[config.mk]
export PLATFORM = sky130hd
export DESIGN_NAME = escaped_frame_decoder
export DESIGN_NICKNAME = d
export VERILOG_FILES = /design/src/rtl/efd_pkg.sv /design/src/rtl/efd_cfg.sv /design/src/rtl/efd_dp.sv /design/src/rtl/efd_ctrl.sv /design/src/rtl/escaped_frame_decoder.sv
export VERILOG_INCLUDE_DIRS = /design/src /design/src/rtl
export SDC_FILE = /design/constraint.sdc
export NUM_CORES = 1
export LEC_CHECK = 0
export ABC_CLOCK_PERIOD_IN_PS = 8100
export BUFFER_PORTS_ARGS = -buffer_cell sky130_fd_sc_hd__buf_2
export CAP_MARGIN = 25
export CORE_AREA = 2 2 180 182
export DETAILED_ROUTE_END_ITERATION = 8
export DIE_AREA = 0 0 182 184
export GPL_ROUTABILITY_DRIVEN = 1
export PLACE_DENSITY = 0.78
export SKIP_LAST_GASP = 1
export SYNTH_ARGS = -nofsm -noshare
export SYNTH_HDL_FRONTEND = slang
export SYNTH_SLANG_ARGS = --single-unit
[constraint.sdc]
create_clock -name clk -period 8.1 [get_ports clk]
set_input_delay 0.81 -clock clk [delete_from_list [all_inputs] [get_ports clk]]
set_output_delay 0.81 -clock clk [all_outputs]
set_load 0.1 [all_outputs]
[src/rtl/escaped_frame_decoder_defines.svh]
// Assertion macros for the escaped frame decoder.
// Each macro checks on the rising edge of clk and is quiet while rst_n is low.
`ifndef ESCAPED_FRAME_DECODER_DEFINES_SVH
`define ESCAPED_FRAME_DECODER_DEFINES_SVH

`ifndef NO_ASSERTIONS
// Same-cycle implication.
`define EFD_ASSERT_IMPL(label, ante, cons, msg) \
    label: assert property (@(posedge clk) disable iff (!rst_n) (ante) |-> (cons)) \
        else $error(msg);
// Next-cycle implication.
`define EFD_ASSERT_NEXT(label, ante, cons, msg) \
    label: assert property (@(posedge clk) disable iff (!rst_n) (ante) |=> (cons)) \
        else $error(msg);
`else
`define EFD_ASSERT_IMPL(label, ante, cons, msg)
`define EFD_ASSERT_NEXT(label, ante, cons, msg)
`endif

`endif

[src/rtl/efd_pkg.sv]
`default_nettype none

package efd_pkg;

    localparam int BYTE_W         = 8;
    localparam int TYPE_W         = 3;
    localparam int TCNT_W         = 4;
    localparam int STATUS_W       = 2;
    localparam int CFG_IDX_W      = 3;
    localparam int CFG_DATA_W     = 64;
    localparam int FRAME_OVERHEAD = 2;

    // Register indexes
    localparam logic [CFG_IDX_W-1:0] CFG_START_SYMBOL  = 3'd0;
    localparam logic [CFG_IDX_W-1:0] CFG_TYPE_MASK     = 3'd1;
    localparam logic [CFG_IDX_W-1:0] CFG_PARAM_MASK    = 3'd2;
    localparam logic [CFG_IDX_W-1:0] CFG_TYPE_COUNT    = 3'd3;
    localparam logic [CFG_IDX_W-1:0] CFG_PAYLOAD_SIZES = 3'd4;

    // Register reset values
    localparam logic [BYTE_W-1:0]     RST_START_SYMBOL  = 8'd126;
    localparam logic [BYTE_W-1:0]     RST_TYPE_MASK     = 8'd7;
    localparam logic [BYTE_W-1:0]     RST_PARAM_MASK    = 8'd248;
    localparam logic [TCNT_W-1:0]     RST_TYPE_COUNT    = 4'd8;
    localparam logic [CFG_DATA_W-1:0] RST_PAYLOAD_SIZES = 64'd0;

    // Result status codes
    localparam logic [STATUS_W-1:0] ST_GOOD     = 2'd0;
    localparam logic [STATUS_W-1:0] ST_CHECKSUM = 2'd1;
    localparam logic [STATUS_W-1:0] ST_UNKNOWN  = 2'd2;
    localparam logic [STATUS_W-1:0] ST_OVERFLOW = 2'd3;

    typedef struct packed {
        logic [BYTE_W-1:0]     start_symbol;
        logic [BYTE_W-1:0]     type_mask;
        logic [BYTE_W-1:0]     param_mask;
        logic [TCNT_W-1:0]     type_count;
        logic [CFG_DATA_W-1:0] payload_sizes;
    } cfg_t;

    typedef enum logic [1:0] {
        PH_WAIT,
        PH_START,
        PH_DATA
    } phase_t;

    typedef enum logic [1:0] {
        CS_IDLE,
        CS_EVAL,
        CS_EMIT_RD,
        CS_EMIT_LD
    } ctrl_state_t;

    typedef enum logic [1:0] {
        ACT_NONE,
        ACT_STATUS,
        ACT_BURST
    } act_t;

    // Controller to datapath
    typedef struct packed {
        logic capture;
        logic commit;
        logic load_status;
        logic emit_step;
    } cmd_t;

    // Datapath to controller
    typedef struct packed {
        act_t action;
        logic out_free;
        logic burst_last;
    } stat_t;

endpackage

`default_nettype wire

[src/rtl/efd_cfg.sv]
`default_nettype none

module efd_cfg (
    input  wire logic                               clk,
    input  wire logic                               rst_n,
    input  wire logic                               cfg_we,
    input  wire logic [efd_pkg::CFG_IDX_W-1:0]      cfg_index,
    input  wire logic [efd_pkg::CFG_DATA_W-1:0]     cfg_data,
    output efd_pkg::cfg_t                           cfg
);

    efd_pkg::cfg_t cfg_reg;
    efd_pkg::cfg_t cfg_next;

    always_comb
    begin
        cfg_next = cfg_reg;
        if (cfg_we)
        begin
            case (cfg_index)
                efd_pkg::CFG_START_SYMBOL:  cfg_next.start_symbol = cfg_data[7:0];
                efd_pkg::CFG_TYPE_MASK:     cfg_next.type_mask    = cfg_data[7:0];
                efd_pkg::CFG_PARAM_MASK:    cfg_next.param_mask   = cfg_data[7:0];
                efd_pkg::CFG_TYPE_COUNT:    cfg_next.type_count   = cfg_data[3:0];
                efd_pkg::CFG_PAYLOAD_SIZES: cfg_next.payload_sizes = cfg_data;
                default:                    cfg_next = cfg_reg;
            endcase
        end
    end

    always_ff @(posedge clk or negedge rst_n)
    begin
        if (!rst_n)
        begin
            cfg_reg.start_symbol  <= efd_pkg::RST_START_SYMBOL;
            cfg_reg.type_mask     <= efd_pkg::RST_TYPE_MASK;
            cfg_reg.param_mask    <= efd_pkg::RST_PARAM_MASK;
            cfg_reg.type_count    <= efd_pkg::RST_TYPE_COUNT;
            cfg_reg.payload_sizes <= efd_pkg::RST_PAYLOAD_SIZES;
        end
        else
        begin
            cfg_reg <= cfg_next;
        end
    end

    assign cfg = cfg_reg;

endmodule

`default_nettype wire

[src/rtl/efd_dp.sv]
`default_nettype none

module efd_dp #(
    parameter int MAX_PAYLOAD = 32,
    parameter int MAX_TYPES   = 8
) (
    input  wire logic                               clk,
    input  wire logic                               rst_n,
    input  efd_pkg::cfg_t                           cfg,
    input  efd_pkg::cmd_t                           cmd,
    output efd_pkg::stat_t                          stat,
    input  wire logic [efd_pkg::BYTE_W-1:0]         rx_byte,
    input  wire logic                               out_stall,
    output logic                                    out_valid,
    output logic [efd_pkg::STATUS_W-1:0]            status,
    output logic [efd_pkg::TYPE_W-1:0]              kind_of_frame,
    output logic [efd_pkg::BYTE_W-1:0]              frame_flags,
    output logic [efd_pkg::BYTE_W-1:0]              payload_byte,
    output logic                                    byte_valid,
    output logic                                    last_of_run
);

    localparam int CW = $clog2(MAX_PAYLOAD + efd_pkg::FRAME_OVERHEAD + 1);
    localparam int AW = (MAX_PAYLOAD > 1) ? $clog2(MAX_PAYLOAD) : 1;
    localparam int LW = efd_pkg::BYTE_W + 1;
    localparam logic [CW-1:0] OVF_COUNT = CW'(MAX_PAYLOAD + efd_pkg::FRAME_OVERHEAD);
    localparam logic [efd_pkg::TCNT_W-1:0] TYPE_LIMIT = efd_pkg::TCNT_W'(MAX_TYPES);

    logic [efd_pkg::BYTE_W-1:0]   rx_reg;
    efd_pkg::phase_t              phase_reg, phase_next;
    logic [CW-1:0]                count_reg, count_next;
    logic [efd_pkg::BYTE_W-1:0]   sum_reg, sum_next;
    logic [efd_pkg::BYTE_W-1:0]   len_reg, len_next;
    logic [efd_pkg::TYPE_W-1:0]   type_reg, type_next;
    logic [efd_pkg::BYTE_W-1:0]   flags_reg, flags_next;
    logic [CW-1:0]                rd_cnt_reg;
    logic [efd_pkg::BYTE_W-1:0]   rd_data_reg;
    logic [efd_pkg::BYTE_W-1:0]   mem [MAX_PAYLOAD];

    logic                         out_valid_reg;
    logic [efd_pkg::STATUS_W-1:0] status_reg;
    logic [efd_pkg::TYPE_W-1:0]   kind_reg;
    logic [efd_pkg::BYTE_W-1:0]   flags_out_reg;
    logic [efd_pkg::BYTE_W-1:0]   payload_reg;
    logic                         byte_valid_reg;
    logic                         last_reg;

    logic                         is_start;
    logic                         restart;
    logic                         take;
    logic [CW-1:0]                cnt_new;
    logic [efd_pkg::BYTE_W-1:0]   sum_base;
    logic [efd_pkg::BYTE_W-1:0]   t_masked;
    logic [efd_pkg::TCNT_W-1:0]   limit;
    logic [LW-1:0]                frame_len;
    logic [AW-1:0]                wr_addr;
    logic                         wr_en;
    efd_pkg::act_t                action;
    logic [efd_pkg::STATUS_W-1:0] code;
    logic                         out_free;
    logic                         burst_last;

    // Evaluate the held byte against the frame state
    always_comb
    begin
        phase_next = phase_reg;
        count_next = count_reg;
        sum_next   = sum_reg;
        len_next   = len_reg;
        type_next  = type_reg;
        flags_next = flags_reg;
        action     = efd_pkg::ACT_NONE;
        code       = efd_pkg::ST_GOOD;
        wr_en      = 1'b0;
        take       = 1'b0;

        is_start  = (rx_reg == cfg.start_symbol);
        restart   = (phase_reg == efd_pkg::PH_START) && !is_start;
        cnt_new   = (restart ? '0 : count_reg) + CW'(1);
        sum_base  = restart ? '0 : sum_reg;
        t_masked  = rx_reg & cfg.type_mask;
        limit     = (cfg.type_count < TYPE_LIMIT) ? cfg.type_count : TYPE_LIMIT;
        frame_len = {1'b0, len_reg} + LW'(efd_pkg::FRAME_OVERHEAD);
        wr_addr   = AW'(cnt_new - CW'(efd_pkg::FRAME_OVERHEAD));

        case (phase_reg)
            efd_pkg::PH_WAIT:
            begin
                if (is_start)
                begin
                    phase_next = efd_pkg::PH_START;
                    count_next = '0;
                    sum_next   = '0;
                end
            end
            efd_pkg::PH_START:
            begin
                take = 1'b1;
            end
            efd_pkg::PH_DATA:
            begin
                if (is_start)
                    phase_next = efd_pkg::PH_START;
                else
                    take = 1'b1;
            end
            default:
            begin
                phase_next = efd_pkg::PH_WAIT;
            end
        endcase

        if (take)
        begin
            phase_next = efd_pkg::PH_DATA;
            count_next = cnt_new;
            sum_next   = sum_base;
            if (cnt_new == CW'(1))
            begin
                // header byte
                type_next  = t_masked[efd_pkg::TYPE_W-1:0];
                flags_next = rx_reg & cfg.param_mask;
                if (t_masked >= {4'b0000, limit})
                begin
                    action     = efd_pkg::ACT_STATUS;
                    code       = efd_pkg::ST_UNKNOWN;
                    phase_next = efd_pkg::PH_WAIT;
                    count_next = '0;
                end
                else
                begin
                    len_next = cfg.payload_sizes[{t_masked[2:0], 3'b000} +: 8];
                    sum_next = rx_reg;
                end
            end
            else if (LW'(cnt_new) == frame_len)
            begin
                // checksum byte
                phase_next = efd_pkg::PH_WAIT;
                count_next = '0;
                if (rx_reg != sum_base)
                begin
                    action = efd_pkg::ACT_STATUS;
                    code   = efd_pkg::ST_CHECKSUM;
                end
                else if (len_reg == '0)
                begin
                    action = efd_pkg::ACT_STATUS;
                    code   = efd_pkg::ST_GOOD;
                end
                else
                begin
                    action = efd_pkg::ACT_BURST;
                end
            end
            else if (cnt_new >= OVF_COUNT)
            begin
                action     = efd_pkg::ACT_STATUS;
                code       = efd_pkg::ST_OVERFLOW;
                phase_next = efd_pkg::PH_WAIT;
                count_next = '0;
            end
            else
            begin
                wr_en    = 1'b1;
                sum_next = sum_base + rx_reg;
            end
        end
    end

    assign out_free   = !out_valid_reg || !out_stall;
    assign burst_last = (LW'(rd_cnt_reg) + LW'(1)) == {1'b0, len_reg};

    assign stat.action     = action;
    assign stat.out_free   = out_free;
    assign stat.burst_last = burst_last;

    always_ff @(posedge clk)
    begin
        if (cmd.capture)
            rx_reg <= rx_byte;
    end

    always_ff @(posedge clk or negedge rst_n)
    begin
        if (!rst_n)
        begin
            phase_reg <= efd_pkg::PH_WAIT;
            count_reg <= '0;
            sum_reg   <= '0;
            len_reg   <= '0;
            type_reg  <= '0;
            flags_reg <= '0;
        end
        else if (cmd.commit)
        begin
            phase_reg <= phase_next;
            count_reg <= count_next;
            sum_reg   <= sum_next;
            len_reg   <= len_next;
            type_reg  <= type_next;
            flags_reg <= flags_next;
        end
    end

    always_ff @(posedge clk or negedge rst_n)
    begin
        if (!rst_n)
            rd_cnt_reg <= '0;
        else if (cmd.commit && (action == efd_pkg::ACT_BURST))
            rd_cnt_reg <= '0;
        else if (cmd.emit_step)
            rd_cnt_reg <= rd_cnt_reg + CW'(1);
    end

    always_ff @(posedge clk)
    begin
        if (cmd.commit && wr_en)
            mem[wr_addr] <= rx_reg;
    end

    always_ff @(posedge clk)
    begin
        rd_data_reg <= mem[rd_cnt_reg[AW-1:0]];
    end

    always_ff @(posedge clk or negedge rst_n)
    begin
        if (!rst_n)
            out_valid_reg <= 1'b0;
        else if (cmd.load_status || cmd.emit_step)
            out_valid_reg <= 1'b1;
        else if (!out_stall)
            out_valid_reg <= 1'b0;
    end

    always_ff @(posedge clk)
    begin
        if (cmd.load_status)
        begin
            status_reg     <= code;
            kind_reg       <= type_next;
            flags_out_reg  <= flags_next;
            payload_reg    <= '0;
            byte_valid_reg <= 1'b0;
            last_reg       <= 1'b1;
        end
        else if (cmd.emit_step)
        begin
            status_reg     <= efd_pkg::ST_GOOD;
            kind_reg       <= type_reg;
            flags_out_reg  <= flags_reg;
            payload_reg    <= rd_data_reg;
            byte_valid_reg <= 1'b1;
            last_reg       <= burst_last;
        end
    end

    assign out_valid     = out_valid_reg;
    assign status        = status_reg;
    assign kind_of_frame = kind_reg;
    assign frame_flags   = flags_out_reg;
    assign payload_byte  = payload_reg;
    assign byte_valid    = byte_valid_reg;
    assign last_of_run   = last_reg;

endmodule

`default_nettype wire

[src/rtl/efd_ctrl.sv]
`default_nettype none

`include "escaped_frame_decoder_defines.svh"

module efd_ctrl (
    input  wire logic     clk,
    input  wire logic     rst_n,
    input  wire logic     in_valid,
    output logic          in_stall,
    input  efd_pkg::stat_t stat,
    output efd_pkg::cmd_t  cmd
);

    efd_pkg::ctrl_state_t state_reg, state_next;

    always_comb
    begin
        state_next = state_reg;
        case (state_reg)
            efd_pkg::CS_IDLE:
            begin
                if (in_valid)
                    state_next = efd_pkg::CS_EVAL;
            end
            efd_pkg::CS_EVAL:
            begin
                case (stat.action)
                    efd_pkg::ACT_NONE:   state_next = efd_pkg::CS_IDLE;
                    efd_pkg::ACT_STATUS:
                    begin
                        if (stat.out_free)
                            state_next = efd_pkg::CS_IDLE;
                    end
                    efd_pkg::ACT_BURST:  state_next = efd_pkg::CS_EMIT_RD;
                    default:             state_next = efd_pkg::CS_IDLE;
                endcase
            end
            efd_pkg::CS_EMIT_RD:
            begin
                state_next = efd_pkg::CS_EMIT_LD;
            end
            efd_pkg::CS_EMIT_LD:
            begin
                if (stat.out_free)
                    state_next = stat.burst_last ? efd_pkg::CS_IDLE : efd_pkg::CS_EMIT_RD;
            end
            default:
            begin
                state_next = efd_pkg::CS_IDLE;
            end
        endcase
    end

    always_comb
    begin
        cmd      = '0;
        in_stall = 1'b1;
        case (state_reg)
            efd_pkg::CS_IDLE:
            begin
                in_stall    = 1'b0;
                cmd.capture = in_valid;
            end
            efd_pkg::CS_EVAL:
            begin
                case (stat.action)
                    efd_pkg::ACT_NONE:   cmd.commit = 1'b1;
                    efd_pkg::ACT_STATUS:
                    begin
                        cmd.commit      = stat.out_free;
                        cmd.load_status = stat.out_free;
                    end
                    efd_pkg::ACT_BURST:  cmd.commit = 1'b1;
                    default:             cmd.commit = 1'b1;
                endcase
            end
            efd_pkg::CS_EMIT_RD:
            begin
                cmd = '0;
            end
            efd_pkg::CS_EMIT_LD:
            begin
                cmd.emit_step = stat.out_free;
            end
            default:
            begin
                cmd = '0;
            end
        endcase
    end

    always_ff @(posedge clk or negedge rst_n)
    begin
        if (!rst_n)
            state_reg <= efd_pkg::CS_IDLE;
        else
            state_reg <= state_next;
    end

    `EFD_ASSERT_NEXT(a_accept_then_eval, (state_reg == efd_pkg::CS_IDLE) && in_valid, state_reg == efd_pkg::CS_EVAL, "accepted word not evaluated next cycle")
    `EFD_ASSERT_IMPL(a_status_needs_room, cmd.load_status, stat.out_free && cmd.commit, "status loaded into a busy output register")
    `EFD_ASSERT_IMPL(a_emit_needs_room, cmd.emit_step, stat.out_free, "payload word loaded into a busy output register")
    `EFD_ASSERT_NEXT(a_read_then_load, state_reg == efd_pkg::CS_EMIT_RD, state_reg == efd_pkg::CS_EMIT_LD, "store read not followed by load")

endmodule

`default_nettype wire

[src/rtl/escaped_frame_decoder.sv]
// Byte-stuffed frame receiver: each rx_byte word is accepted, then evaluated.
// A status result is loaded into the output register when it has room.
// After its checksum byte, a good frame's payload streams from the payload store,
// each word read, then loaded once the output has room; input stalls meanwhile.
// rst_n clears the configuration registers, frame state and output valid at
// once; the payload store is not cleared and needs no clearing pass.
`default_nettype none

module escaped_frame_decoder #(
    parameter int MAX_PAYLOAD = 32,
    parameter int MAX_TYPES   = 8
) (
    input  wire logic                               clk,
    input  wire logic                               rst_n,
    // configuration write port
    input  wire logic                               cfg_we,
    input  wire logic [efd_pkg::CFG_IDX_W-1:0]      cfg_index,
    input  wire logic [efd_pkg::CFG_DATA_W-1:0]     cfg_data,
    // received byte channel
    input  wire logic                               in_valid,
    output logic                                    in_stall,
    input  wire logic [efd_pkg::BYTE_W-1:0]         rx_byte,
    // result channel
    output logic                                    out_valid,
    input  wire logic                               out_stall,
    output logic [efd_pkg::STATUS_W-1:0]            status,
    output logic [efd_pkg::TYPE_W-1:0]              kind_of_frame,
    output logic [efd_pkg::BYTE_W-1:0]              frame_flags,
    output logic [efd_pkg::BYTE_W-1:0]              payload_byte,
    output logic                                    byte_valid,
    output logic                                    last_of_run
);

    efd_pkg::cfg_t  cfg;
    efd_pkg::cmd_t  cmd;
    efd_pkg::stat_t stat;

    // Register file: start symbol, masks, type count and per-type lengths.
    efd_cfg u_cfg (
        .clk       (clk),
        .rst_n     (rst_n),
        .cfg_we    (cfg_we),
        .cfg_index (cfg_index),
        .cfg_data  (cfg_data),
        .cfg       (cfg)
    );

    // Sequencer: accept a word, evaluate it, then drain a payload burst from
    // the store one word at a time while the output register has room.
    efd_ctrl u_ctrl (
        .clk      (clk),
        .rst_n    (rst_n),
        .in_valid (in_valid),
        .in_stall (in_stall),
        .stat     (stat),
        .cmd      (cmd)
    );

    // Frame state, checksum, payload store and the output register. The
    // output register lets the next byte enter while a result waits.
    efd_dp #(
        .MAX_PAYLOAD (MAX_PAYLOAD),
        .MAX_TYPES   (MAX_TYPES)
    ) u_dp (
        .clk           (clk),
        .rst_n         (rst_n),
        .cfg           (cfg),
        .cmd           (cmd),
        .stat          (stat),
        .rx_byte       (rx_byte),
        .out_stall     (out_stall),
        .out_valid     (out_valid),
        .status        (status),
        .kind_of_frame (kind_of_frame),
        .frame_flags   (frame_flags),
        .payload_byte  (payload_byte),
        .byte_valid    (byte_valid),
        .last_of_run   (last_of_run)
    );

endmodule

`default_nettype wire

# Yosys cells after proc, flatten, opt, wreduce, memory -nomap -nowiden
# Memories as Yosys holds them, arrays and structs flattened. A register that Yosys moved wholly into a read port is not among the register bits.
# Cells that the tools add are included.
[classes] n_bitwise=3 muxes=71 n_shift=1 n_reduce_logical=26 n_addsub=6 n_lt_le_gt_ge=3 eq_ne=22
[ops] operator="$mux 8" n=12
[ops] operator="$shiftx 64x7->8" n=1
[ops] operator="$mux 6" n=10
[ops] operator="$mux 2" n=23
[ops] operator="$mux 1" n=17
[ops] operator="$and 8x8->8" n=2
[ops] operator="$add 6x1->6 const B" n=2
[ops] operator="$mux 3" n=4
[ops] operator="$reduce_and 2->1" n=5
[ops] operator="$add 8x2->9 const B" n=1
[ops] operator="$eq 6x9->1" n=1
[ops] operator="$eq 9x8->1" n=1
[ops] operator="$reduce_and 3->1" n=3
[ops] operator="$add 8x8->8" n=1
[ops] operator="$eq 2x2->1 const B" n=4
[ops] operator="$eq 8x8->1" n=1
[ops] operator="$ge 8x4->1" n=1
[ops] operator="$logic_not 8->1" n=1
[ops] operator="$ne 8x8->1" n=1
[ops] operator="$pmux 2 s2" n=2
[ops] operator="$pmux 2 s4" n=1
[ops] operator="$reduce_bool 2->1" n=4
[ops] operator="$add 6x1->7 const B" n=1
[ops] operator="$eq 2x1->1 const B" n=3
[ops] operator="other kinds (21)" n=30
[totals] reg_bits=167 elab_cells=154 inputBits=80 n_memories=1 mem_bits_rw=256
[memory_table] memory="u_dp.mem" words=32 word_bits=8 rd=1 rd_clocked_by_memory_dff=1 write_ports=1 line_no="efd_dp.sv:38" text="logic [efd_pkg::BYTE_W-1:0] mem [MAX_PAYLOAD];"

# Depth between registers and ports, before layout
# Gate-level depths: netlist of run 1.
[depth] depth_word=16 depth_mapped=19 ltp_nobuf=15

# Cells and area by module
# Synthesis of run 1 repeated with hierarchy kept, for this count alone.
[unflattened] hier_cells=1312 area_unflattened_um2=19189.7
[modules_own_cells] module="efd_dp" seq_area_each_um2=9729.3 instances=1 cells_each=1098 area_per_inst_um2=15245.9
[modules_own_cells] module="efd_cfg" seq_area_each_um2=2321.0 instances=1 cells_each=198 area_per_inst_um2=3797.4
[modules_own_cells] module="efd_ctrl" seq_area_each_um2=50.0 instances=1 cells_each=16 area_per_inst_um2=146.4

# Worst setup path before layout of run 1
# Ideal clock, no wire load.
[synth_timing] kind="register to register" from="reg u_dp.rx_reg[1] (netlist name)" to="mem u_dp.mem[23][0] (netlist name) (enable)" path_buffers=3 period_less_slack_ns=4.840 t_arrival_ns=4.466 stages_incl_launch_ff=19 path_slack_ns=3.260 setup_ns=0.373 t_required_ns=7.727 path_cell_list="edfxtp_1 -> xnor2_1 -> nand4_1 -> o21ai_1 -> buf_2 -> nand2_1 -> inv_1 -> ha_1 -> buf_2 -> xnor2_1 -> nor2_1 -> a2111oi_0 -> nand3_1 -> nor4_4 -> mux2i_1 -> o221a_1 -> buf_6 -> nand2_1 -> nor2b_1"
[synth_between] elab_chain_len=16 word_cells_on_any_way=31
[synth_lines] element="start, declared" line_no="efd_dp.sv:29" text="logic [efd_pkg::BYTE_W-1:0] rx_reg;"
[synth_lines] element="start signal, assigned" line_no="efd_dp.sv:181" text="rx_reg <= rx_byte;"
[synth_lines] element="$eq 8x8->1" line_no="efd_dp.sv:77" text="is_start = (rx_reg == cfg.start_symbol);"
[synth_lines] element="$logic_not 1->1" line_no="efd_dp.sv:78" text="restart = (phase_reg == efd_pkg::PH_START) && !is_start;"
[synth_lines] element="$logic_and 1x1->1" line_no="efd_dp.sv:78"
[synth_lines] element="$mux 6" line_no="efd_dp.sv:79" text="cnt_new = (restart ? '0 : count_reg) + CW'(1);"
[synth_lines] element="$add 6x1->6" line_no="efd_dp.sv:79"
[synth_lines] element="$ge 6x6->1" line_no="efd_dp.sv:156" text="else if (cnt_new >= OVF_COUNT)"
[synth_lines] element="$mux 1" line_no="efd_dp.sv:156"
[synth_lines] element="$mux 2" line_no="efd_dp.sv:136" text="else if (LW'(cnt_new) == frame_len)"
[synth_lines] element="$mux 2" line_no="efd_dp.sv:118" text="if (cnt_new == CW'(1))"
[synth_lines] element="$mux 2" line_no="efd_dp.sv:113" text="if (take)"
[synth_lines] element="$eq 2x1->1" line_no="efd_ctrl.sv:66" text="case (stat.action)"
[synth_lines] element="$mux 1" line_no="efd_ctrl.sv:66"
[synth_lines] element="$mux 2" line_no="efd_ctrl.sv:58" text="case (state_reg)"
[synth_lines] element="$logic_and 1x1->1" line_no="efd_dp.sv:218" text="if (cmd.commit && wr_en)"
[synth_lines] element="$mux 1" line_no="efd_dp.sv:218"
[synth_lines] element="$mux 1 (not written as such)" line_no="efd_dp.sv:219" text="mem[wr_addr] <= rx_reg;"
[synth_lines] element="end, declared" line_no="efd_dp.sv:38"
# Several ways; a longest one is shown, not always the timed one.

# Worst setup path in the final report of run 1
[layout_timing] from="reg u_dp.rx_reg[7] (netlist name)" to="mem u_dp.mem[3][3] (netlist name) (enable)"
# The elaborated chain is that of the path after synthesis.

==> results of run 1 <==
power by group through the flow:
stage | sequential, mW | clock [mW] | combinational (mW)
2_1_floorplan | 2.66 | 0 | 0.683
3_3_place_gp | 2.68 | 0 | 0.892
3_5_place_dp | 2.69 | 0 | 0.913
4_1_cts | 2.64 | 2.10 | 0.922
5_1_grt | 2.67 | 2.19 | 1.01
6_report | 2.65 | 2.08 | 0.925
cell families after synthesis:
group,Yosys count
AOI/OAI and AO/OA,112
xor gates and xnor gates,39
adders and majority gates,23
buffers and inverters,79
DFF,431
muxes,225
and+or+nand+nor,235
layout make-up:
cell class | instances | area (um^2)
clock buffer | 53 | 1200
multi-input combinational | 634 | 6170
inverter | 29 | 109
timing repair buffer | 126 | 729
fill | 2115 | 10300
sequential | 431 | 12100
clock inverter | 29 | 303
tap | 402 | 503
final timing paths:
check | from | to | slack, ns
worst min register to register | u_dp.rd_data_reg[4] | u_dp.payload_byte[4] | 0.44
worst max register to register | u_dp.rx_reg[7] | u_dp.mem[3][3] | 1.90
min in group clk | u_dp.rd_data_reg[4] | u_dp.payload_byte[4] | 0.44
worst max-delay path | u_dp.rx_reg[7] | u_dp.mem[3][3] | 1.90
max in group asynchronous | rst_n | u_dp.out_valid | 6.58
worst min-delay path | rst_n | u_cfg.cfg[51] | 0.30
layout by cell type, fill, tap and decap left out, types with 16 or more instances in the layout:
master / n
edfxtp_1: 277
dfrtp_1: 119
mux2_2: 113
buf_2: 104
mux4_2: 96
nand2_1: 68
nor2_1: 66
clkbuf_16: 46
xnor2_1: 28
a21oi_1: 28
inv_1: 26
ha_1: 22
o21ai_0: 20
buf_4: 19
dfxtp_1: 18
nor2b_1: 16
routing by layer:
metal,part of all wire (%),GRT usage (%)
met1,40,34.3
met5,0,0
met4,2.5,7.35
met3,7.9,4.87
met2,49,41.9
==> qor.txt, run 1 <==
Pin count of the biggest net entering global routing = 90
Initial DRC Count = 878
Post-synth top flop = edfxtp_1
Worst path slowest cell = nor2b_1
Crit-path cells = buf_4 -> xnor2_1 -> nand4_1 -> nor2_1 -> nor2_1 -> nor2_1 -> ha_1 -> or4_1 -> nor4_1 -> nand2_1 -> nor4b_1 -> a211oi_1 -> mux2i_1 -> o221a_1 -> nand2_1 -> nor2b_1
Vias in the first global route = 10,800
Adder-cell area share of the yosys netlist = 1.59%
Number of routed nets with antenna violations = 0
Pleak = 7.69 nW
DP Worst Slack = 2.04 ns
Global placement routability congestion = 0.899
Ant. Diodes = 0
CP most frequent cell = nor2_1
Placed Instance Area = 19,600 um^2
Switch share = 26.3%
Max_slew headroom = 30.2%
Most common cell in the netlist = edfxtp_1
# DRC = 0
Post-Layout Cell Count = 1,704
Routed wire length = 41,000 um
Utilization after layout = 67.3%
Buffer depth of the longest clock path = 3
Row cnt = 65
P&R area growth vs syn = 13.6%
Final net count = 1,369
Combinational family with the most area after synthesis = multiplexers
CP required = 8.27 ns
Synthesized instance count = 1,144
Worst setup margin = 1.90 ns
Clock buffer count from CTS = 44
CTS resizes = 0
Number of flip-flops in the largest register = 256
DIE AREA = 33,500 um^2
Stages on the worst setup path = 16
Starting Density = 59.2%
Netlist Area Pre-Place = 18,600 um^2
Setup-failing EPs final = 0
Post-synthesis compound-gate area fraction = 4.06%
Seq/Total Area, Yosys = 65.1%
Ranking of synthesized cells by area = edfxtp_1 (45%), dfrtp_1 (16%), mux4_2 (12%)
Setup TNS = 0 ns
Avg WL per Cell = 24.1 um
Max Freq = 161 MHz
Worst Skew = 0.0148 ns
Cells on worst reg2reg path = 16
Cell taking the most area after synthesis = edfxtp_1
Clk root buf = clkbuf_16
Mapped Avg Cell Area = 16.3 um^2
Slowest cell delay on critical path = 0.74 ns
Syn_nets = 1,247
Initial antenna violation count = 1
CP Max Fanout = 37
Cell total after placement = 1,621
Clock latency on the worst-skew pair = 0.55 ns
Worst-margin pin slew = 1.05 ns
H-tree depth = 2
Top cell type's share of synthesized area = 44.7%
Design area = 21,100 um^2
Clock Pin Slew Worst Setup and Hold Paths = 0.06 ns
Sequential share of power = 46.9%
Post-Synth XOR/XNOR Area = 1.88%
Comb pwr share = 16.4%
HP Class = primary input to async pin
Via Count = 10,618
Io pins = 105
Int Pwr = 4.17 mW
RSZ-0062 raised after global routing = false
Clock sink count = 431
WP buf/inv = 1
Gr usage total = 25.2%
Die H = 184 um
Crit. End Element = register
Worst setup SP type = register
Proportion of layout cells with a drive suffix above 1 = 34.1%
CTS tree = done
Status = completed
Clk pwr share = 36.8%
Warnings from Yosys = 0
Net Switching = 1.48 mW
Final Hold Fails = 0
Max VDD drop = 0.234 mV
Cell family with most CP delay = simple AND/OR/NAND/NOR gates
Worst hold slack = 0.304 ns
Yosys cell types = 79
Core Region = 31,400 um^2
Power Density = 267 nW/um^2
Min cycle time layout = 6.20 ns
Crit path kind = register to register
Gr ovfl total = 0
Post-Synth Simple-Gate Area = 6.24%
First-pass GRT wire length = 63,400 um
Avg Vias per Cell = 6.23
Post-DP HPWL = 26,400 um
Slew Viols, Final = 0
Flops & latches, synth = 431
Mux share of post-synthesis cell area = 19.4%
Synth top cells by count = edfxtp_1 (277), dfrtp_1 (121), mux2_2 (113), mux4_2 (96), nand2_1 (68)
Asr flop ratio synth = 31.6%
Die Wd = 182 um
Number of port buffers = 104
Setup repair bufs after CTS = 0
Total power = 5.65 mW
EDFF count, synth = 277
Cts hold-fix bufs = 0
Final worst path period share = 76.6%
Worst EP arrival = 6.37 ns
Max-Cap Viols = 0
Drt first pass iters = 5
Note: power is estimated with default switching activity, not from simulation.
==> inputs of run 2 (changes only) <==
Settings changed: ABC_CLOCK_PERIOD_IN_PS 8100 to 5650, CORE_AREA 2 2 180 182 to 2 2 187 189, DIE_AREA 0 0 182 184 to 0 0 189 191, PLACE_DENSITY 0.78 to 0.75.
Clock period 8.1 ns to 5.65 ns, I/O delays scaled along.
==> run 2 against run 1 <==
Effect of this change: sequential share of layout area shrank 0.74 points; sequential power grew 43%; largest cell class unchanged; clock-buffer cell count grew 13; register-to-register slack lost 1.6 ns; largest power group unchanged; worst setup slack lost 1.6 ns; non-clock buffer count grew 29; cell count grew 4.6%; combinational power grew 47%; global-route usage shrank 0.86 points.
==> qor.txt, run 2 (synthesis gave the netlist of run 1 again) <==
Die H = 191 um (was 184 um)
Number of flip-flops in the largest register = 256 (unchanged)
Via Count = 10,737 (was 10,618)
Final Hold Fails = 0 (unchanged)
Slew Viols, Final = 0 (unchanged)
Core Region = 34,100 um^2 (was 31,400 um^2)
Gr ovfl total = 0 (unchanged)
Max_slew headroom = 35.3% (was 30.2%)
Proportion of layout cells with a drive suffix above 1 = 35.2% (was 34.1%)
Gr usage total = 24.3% (was 25.2%)
CTS resizes = 0 (unchanged)
Number of port buffers = 104 (unchanged)
Min cycle time layout = 5.34 ns (was 6.20 ns)
Avg WL per Cell = 24.1 um (about the same)
Pleak = 7.85 nW (was 7.69 nW)
Clk pwr share = 36.9% (was 36.8%)
Clock Pin Slew Worst Setup and Hold Paths = 0.06 ns (about the same)
Placed Instance Area = 19,900 um^2 (was 19,600 um^2)
Filler cell count = 2,434 (was 2,115)
Crit. End Element = register (unchanged)
Row cnt = 68 (was 65)
Global placement routability congestion = 0.905 (was 0.899)
Final worst path period share = 94.5% (was 76.6%)
Drt first pass iters = 5 (unchanged)
Buffer depth of the longest clock path = 3 (unchanged)
CP Max Fanout = 10 (was 37)
Comb pwr share = 16.6% (was 16.4%)
# DRC = 0 (unchanged)
Clock buffer count from CTS = 43 (was 44)
Design area = 21,400 um^2 (was 21,100 um^2)
Number of routed nets with antenna violations = 0 (unchanged)
Clock latency on the worst-skew pair = 0.56 ns (was 0.55 ns)
Clock sink count = 431 (unchanged)
Setup-failing EPs final = 0 (unchanged)
Utilization after layout = 62.7% (was 67.3%)
Worst EP arrival = 5.53 ns (was 6.37 ns)
Worst Skew = 0.0246 ns (was 0.0148 ns)
Worst-margin pin slew = 0.970 ns (was 1.05 ns)
CP required = 5.83 ns (was 8.27 ns)
Post-DP HPWL = 27,700 um (was 26,400 um)
P&R area growth vs syn = 15.1% (was 13.6%)
Io pins = 105 (unchanged)
Initial antenna violation count = 0 (was 1)
Worst setup SP type = register (unchanged)
Max Freq = 187 MHz (was 161 MHz)
Routed wire length = 43,000 um (was 41,000 um)
Sequential share of power = 46.4% (was 46.9%)
DIE AREA = 36,100 um^2 (was 33,500 um^2)
Ant. Diodes = 0 (unchanged)
Net Switching = 2.12 mW (was 1.48 mW)
Die Wd = 189 um (was 182 um)
HP Class = primary input to async pin (unchanged)
Cts hold-fix bufs = 0 (unchanged)
Max-Cap Viols = 0 (unchanged)
Vias in the first global route = 10,910 (was 10,800)
Starting Density = 54.5% (was 59.2%)
Switch share = 25.9% (was 26.3%)
Power Density = 382 nW/um^2 (was 267 nW/um^2)
Status = completed (unchanged)
Crit path kind = register to register (unchanged)
Avg Vias per Cell = 6.02 (was 6.23)
Clk root buf = clkbuf_16 (unchanged)
Final net count = 1,397 (was 1,369)
Pin count of the biggest net entering global routing = 88 (was 90)
Most common cell after layout, fill and taps aside = edfxtp_1 (unchanged)
Initial DRC Count = 1,057 (was 878)
Setup repair bufs after CTS = 0 (unchanged)
Most frequent cells in the layout = edfxtp_1 (277), dfrtp_1 (119), mux2_2 (113) (unchanged)
Max VDD drop = 0.325 mV (was 0.234 mV)
First-pass GRT wire length = 65,300 um (was 63,400 um)
Int Pwr = 6.06 mW (was 4.17 mW)
RSZ-0062 raised after global routing = true (was false)
Worst hold slack = 0.0826 ns (was 0.304 ns)
H-tree depth = 2 (unchanged)
CTS tree = done (unchanged)
[run 2: critical path: stages (launching register included)]
cell and delay (ns):
dfstp_2 0.53, xnor2_1 0.12, nand4_1 0.24, nor2_1 0.30
nor2_1 0.07, buf_4 0.18, nor2_1 0.25, ha_1 0.34
xnor2_1 0.18, o21ai_0 0.10, a2111oi_0 0.36, nand3_1 0.19
nor4_4 0.49, mux2i_1 0.29, o221a_1 0.37, nand2_1 0.30
nor2b_1 0.64
[run 2: power by group through the flow]
stage          logic (mW)  registers [mW]  clock network (mW)
2_1_floorplan       0.980            3.82                   0
6_report             1.36            3.80                3.02
3_3_place_gp         1.31            3.84                   0
5_1_grt              1.49            3.83                3.18
3_5_place_dp         1.35            3.86                   0
4_1_cts              1.35            3.79                3.05
[run 2: cell type report]
class | count | area (um^2) | area share (%)
Multi-Input combinational cell | 634 | 6190 | 28.9
Sequential cell | 431 | 12100 | 56.6
Tap cell | 455 | 569 | 2.66
Timing Repair Buffer | 155 | 910 | 4.25
Inverter | 29 | 109 | 0.509
Clock buffer | 66 | 1310 | 6.14
Clock inverter | 13 | 201 | 0.942
[run 2: final timing paths]
path,startpoint,endpoint,slack [ns],cells past startpoint
min reg2reg,u_dp.rd_data_reg[6],u_dp.payload_byte[6],0.45,2
min in group clk,rx_byte[4],u_dp.rx_reg[4],0.23,1
max reg2reg,u_cfg.cfg[88],u_dp.mem[5][5],0.31,16
max,u_cfg.cfg[88],u_dp.mem[5][5],0.31,16
max in group asynchronous,rst_n,u_dp.rd_cnt_reg[0],4.32,2
min,rst_n,u_cfg.cfg[49],0.08,1
[run 2: metrics by stage]
| step | setup WS [ns] | std cells | setup TNS, ns | total power, mW |
|---|---|---|---|---|
| after detailed placement | 0.438 | 1704 | 0 | 5.20 |
| final | 0.309 | 1783 | 0 | 8.18 |
| after CTS | 0.400 | 1783 | 0 | 8.20 |
| after global placement | 0.535 | 1704 | 0 | 5.16 |
| after global routing | -0.125 | 1783 | -2.76 | 8.49 |
| after floorplan | 0.810 | 1144 | 0 | 4.80 |
[run 2: routing by layer]
metal,GRT usage [%],up-vias,part of all wire (%)
li1,-,4709,-
met1,33.3,5450,40
met2,39.7,484,49
met3,4.79,94,7.9
met4,7.72,0,3.1
met5,0,-,0
==> inputs of run 3 (changes only) <==
Settings changed: ABC_CLOCK_PERIOD_IN_PS 5650 to 4700.
Clock period 5.65 ns to 4.7 ns, I/O delays scaled along.
==> run 3 against run 2 <==
Effect of this change: the flow now finishes with violations (negative hold slack); worst setup slack got worse by 0.059 ns; clock-buffer cell count decreased by 2; wire length decreased by 0.14%; highest routed layer is now met5; flip-flop and latch count unchanged; critical path type unchanged; fmax increased by 20%.
==> qor.txt, run 3 (synthesis gave the netlist of run 1 again) <==
Status = finished with violations (was completed)
Avg Vias per Cell = 6.01 (was 6.02)
Core Region = 34,100 um^2 (unchanged)
Worst-margin pin slew = 0.909 ns (was 0.970 ns)
Failing checks = negative hold slack
Via Count = 10,972 (was 10,737)
DIE AREA = 36,100 um^2 (unchanged)
Starting Density = 54.5% (unchanged)
Gr ovfl total = 0 (unchanged)
Post-DP HPWL = 28,500 um (was 27,700 um)
Max Freq = 225 MHz (was 187 MHz)
Switch share = 27.2% (was 25.9%)
Buffer depth of the longest clock path = 3 (unchanged)
Worst EP arrival = 4.69 ns (was 5.53 ns)
Net Switching = 2.60 mW (was 2.12 mW)
# DRC = 0 (unchanged)
Max VDD drop = 0.341 mV (was 0.325 mV)
Worst setup SP type = register (unchanged)
Worst setup margin = 0.251 ns (was 0.309 ns)
Clock Pin Slew Worst Setup and Hold Paths = 0.06 ns (about the same)
Final net count = 1,437 (was 1,397)
Row cnt = 68 (unchanged)
Global placement routability congestion = 0.899 (was 0.905)
Clk root buf = clkbuf_16 (unchanged)
CP required = 4.94 ns (was 5.83 ns)
Sequential share of power = 47.8% (was 46.4%)
Min cycle time layout = 4.45 ns (was 5.34 ns)
Initial antenna violation count = 2 (was 0)
Clock latency on the worst-skew pair = 0.58 ns (was 0.56 ns)
Die Wd = 189 um (unchanged)
Vias in the first global route = 11,257 (was 10,910)
Clock sink count = 431 (unchanged)
Worst Setup SP = u_cfg.cfg[89] (was u_cfg.cfg[88])
CTS tree = done (unchanged)
Worst hold slack = -0.0232 ns (was 0.0826 ns)
Most common cell after layout, fill and taps aside = edfxtp_1 (unchanged)
Crit path kind = register to register (unchanged)
Setup TNS = 0 ns (unchanged)
Number of routed nets with antenna violations = 0 (unchanged)
Max-Cap Viols = 0 (unchanged)
Crit. End Element = register (unchanged)
Post-Layout Cell Count = 1,826 (was 1,783)
Setup-failing EPs final = 0 (unchanged)
Number of flip-flops in the largest register = 256 (unchanged)
Slew Viols, Final = 0 (unchanged)
Initial DRC Count = 829 (was 1,057)
Proportion of layout cells with a drive suffix above 1 = 37.4% (was 35.2%)
Comb pwr share = 18.0% (was 16.6%)
Die H = 191 um (unchanged)
Io pins = 105 (unchanged)
Int Pwr = 6.96 mW (was 6.06 mW)
DP Worst Slack = -0.105 ns (was 0.438 ns)
Avg WL per Cell = 23.5 um (was 24.1 um)
Pin count of the biggest net entering global routing = 98 (was 88)
H-tree depth = 2 (unchanged)
RR Startpoint = u_cfg.cfg[89] (was u_cfg.cfg[88])
Cts hold-fix bufs = 0 (unchanged)
Worst Skew = 0.0164 ns (was 0.0246 ns)
Gr usage total = 24.5% (was 24.3%)
Pleak = 7.95 nW (was 7.85 nW)
Most frequent cells in the layout = edfxtp_1 (277), dfrtp_1 (119), mux2_2 (113) (unchanged)
P&R area growth vs syn = 16.3% (was 15.1%)
Final Hold Fails = 11 (was 0)
Clk pwr share = 34.2% (was 36.9%)
Clock buffer count from CTS = 44 (was 43)
CP Max Fanout = 8 (was 10)
Design area = 21,600 um^2 (was 21,400 um^2)
Number of port buffers = 104 (unchanged)
Routed wire length = 42,900 um (was 43,000 um)
HP Class = primary input to async pin (unchanged)
Cell total after placement = 1,739 (was 1,704)
Placed Instance Area = 20,200 um^2 (was 19,900 um^2)
Max_slew headroom = 39.4% (was 35.3%)
Power Density = 442 nW/um^2 (was 382 nW/um^2)
First-pass GRT wire length = 65,900 um (was 65,300 um)
Drt first pass iters = 5 (unchanged)
Final worst path period share = 94.7% (was 94.5%)
## run 3: cell count changes in the layout (fill, tap and decap cells not counted), moves of 5 or more
cell       before  now
clkbuf_8       13    1
bufinv_16       5    0
clkbuf_1        9   18
buf_4          51   85
nor2_1         66   60
## run 3: power groups by stage
stage / Sequential, mW / Combinational, mW / Clock [mW]
floorplan: 4.59 / 1.18 / 0
global route: 4.61 / 1.88 / 3.47
CTS: 4.57 / 1.69 / 3.32
detailed placement: 4.64 / 1.68 / 0
finish: 4.57 / 1.72 / 3.27
global placement: 4.62 / 1.64 / 0
## run 3: path summary, 6_finish.rpt
check / slack [ns] / cells after the start / endpoint
worst max-delay path: 0.25 / 15 / u_dp.mem[19][2]
worst min register to register: 0.44 / 2 / u_dp.payload_byte[2]
worst min-delay path: -0.02 / 1 / u_cfg.cfg[32]
max in group asynchronous: 3.62 / 2 / u_cfg.cfg[67]
min in group clk: 0.09 / 1 / u_dp.rx_reg[5]
worst max register to register: 0.25 / 15 / u_dp.mem[19][2]
## run 3: final cells by class
class,count,area [um^2]
Fill cell,2388,12500
Sequential cell,431,12100
Multi-Input combinational cell,634,6250
Timing Repair Buffer,194,1260
Clock buffer,64,1210
Tap cell,455,569
Clock inverter,18,125
Inverter,29,109
Antenna cell,1,2.50
## run 3: timing repair
item / CTS / global route
endpoints found under the setup margin: 128 / 276
buffers inserted: 0 / 4
pin swaps: 0 / 4
gates resized for setup: 1 / 13
## run 3: metrics by stage
stage | utilization [%] | hold WS, ns | power [mW]
final | 63.4 | -0.0232 | 9.56
after global routing | 63.4 | 0.0828 | 9.95
after CTS | 63.1 | 0.0283 | 9.58
after detailed placement | 59.2 | 0.435 | 6.32
after global placement | 59.2 | 0.428 | 6.27
after floorplan | - | 0.174 | 5.77
## run 3: per-layer routing
metal	vias to the layer above	routed length, um	track usage [%]
met3	79	3040	4.24
met1	5636	17100	32.6
met4	2	1240	8.71
li1	4789	-	-
met5	-	13	0
met2	466	21500	40.9
## run 3: critical path: stages, from the launching register on
cell and delay, ns:
dfstp_2 0.53, xnor2_1 0.12, nand4_1 0.20, nor2_4 0.20, nor2_4 0.09, nor2_1 0.14
ha_1 0.26, or4_1 0.55, nor4_2 0.21, nand2_1 0.14, a211oi_1 0.35, a211oi_1 0.12
mux2i_1 0.21, o221a_2 0.32, and4b_4 0.28, and2_1 0.37
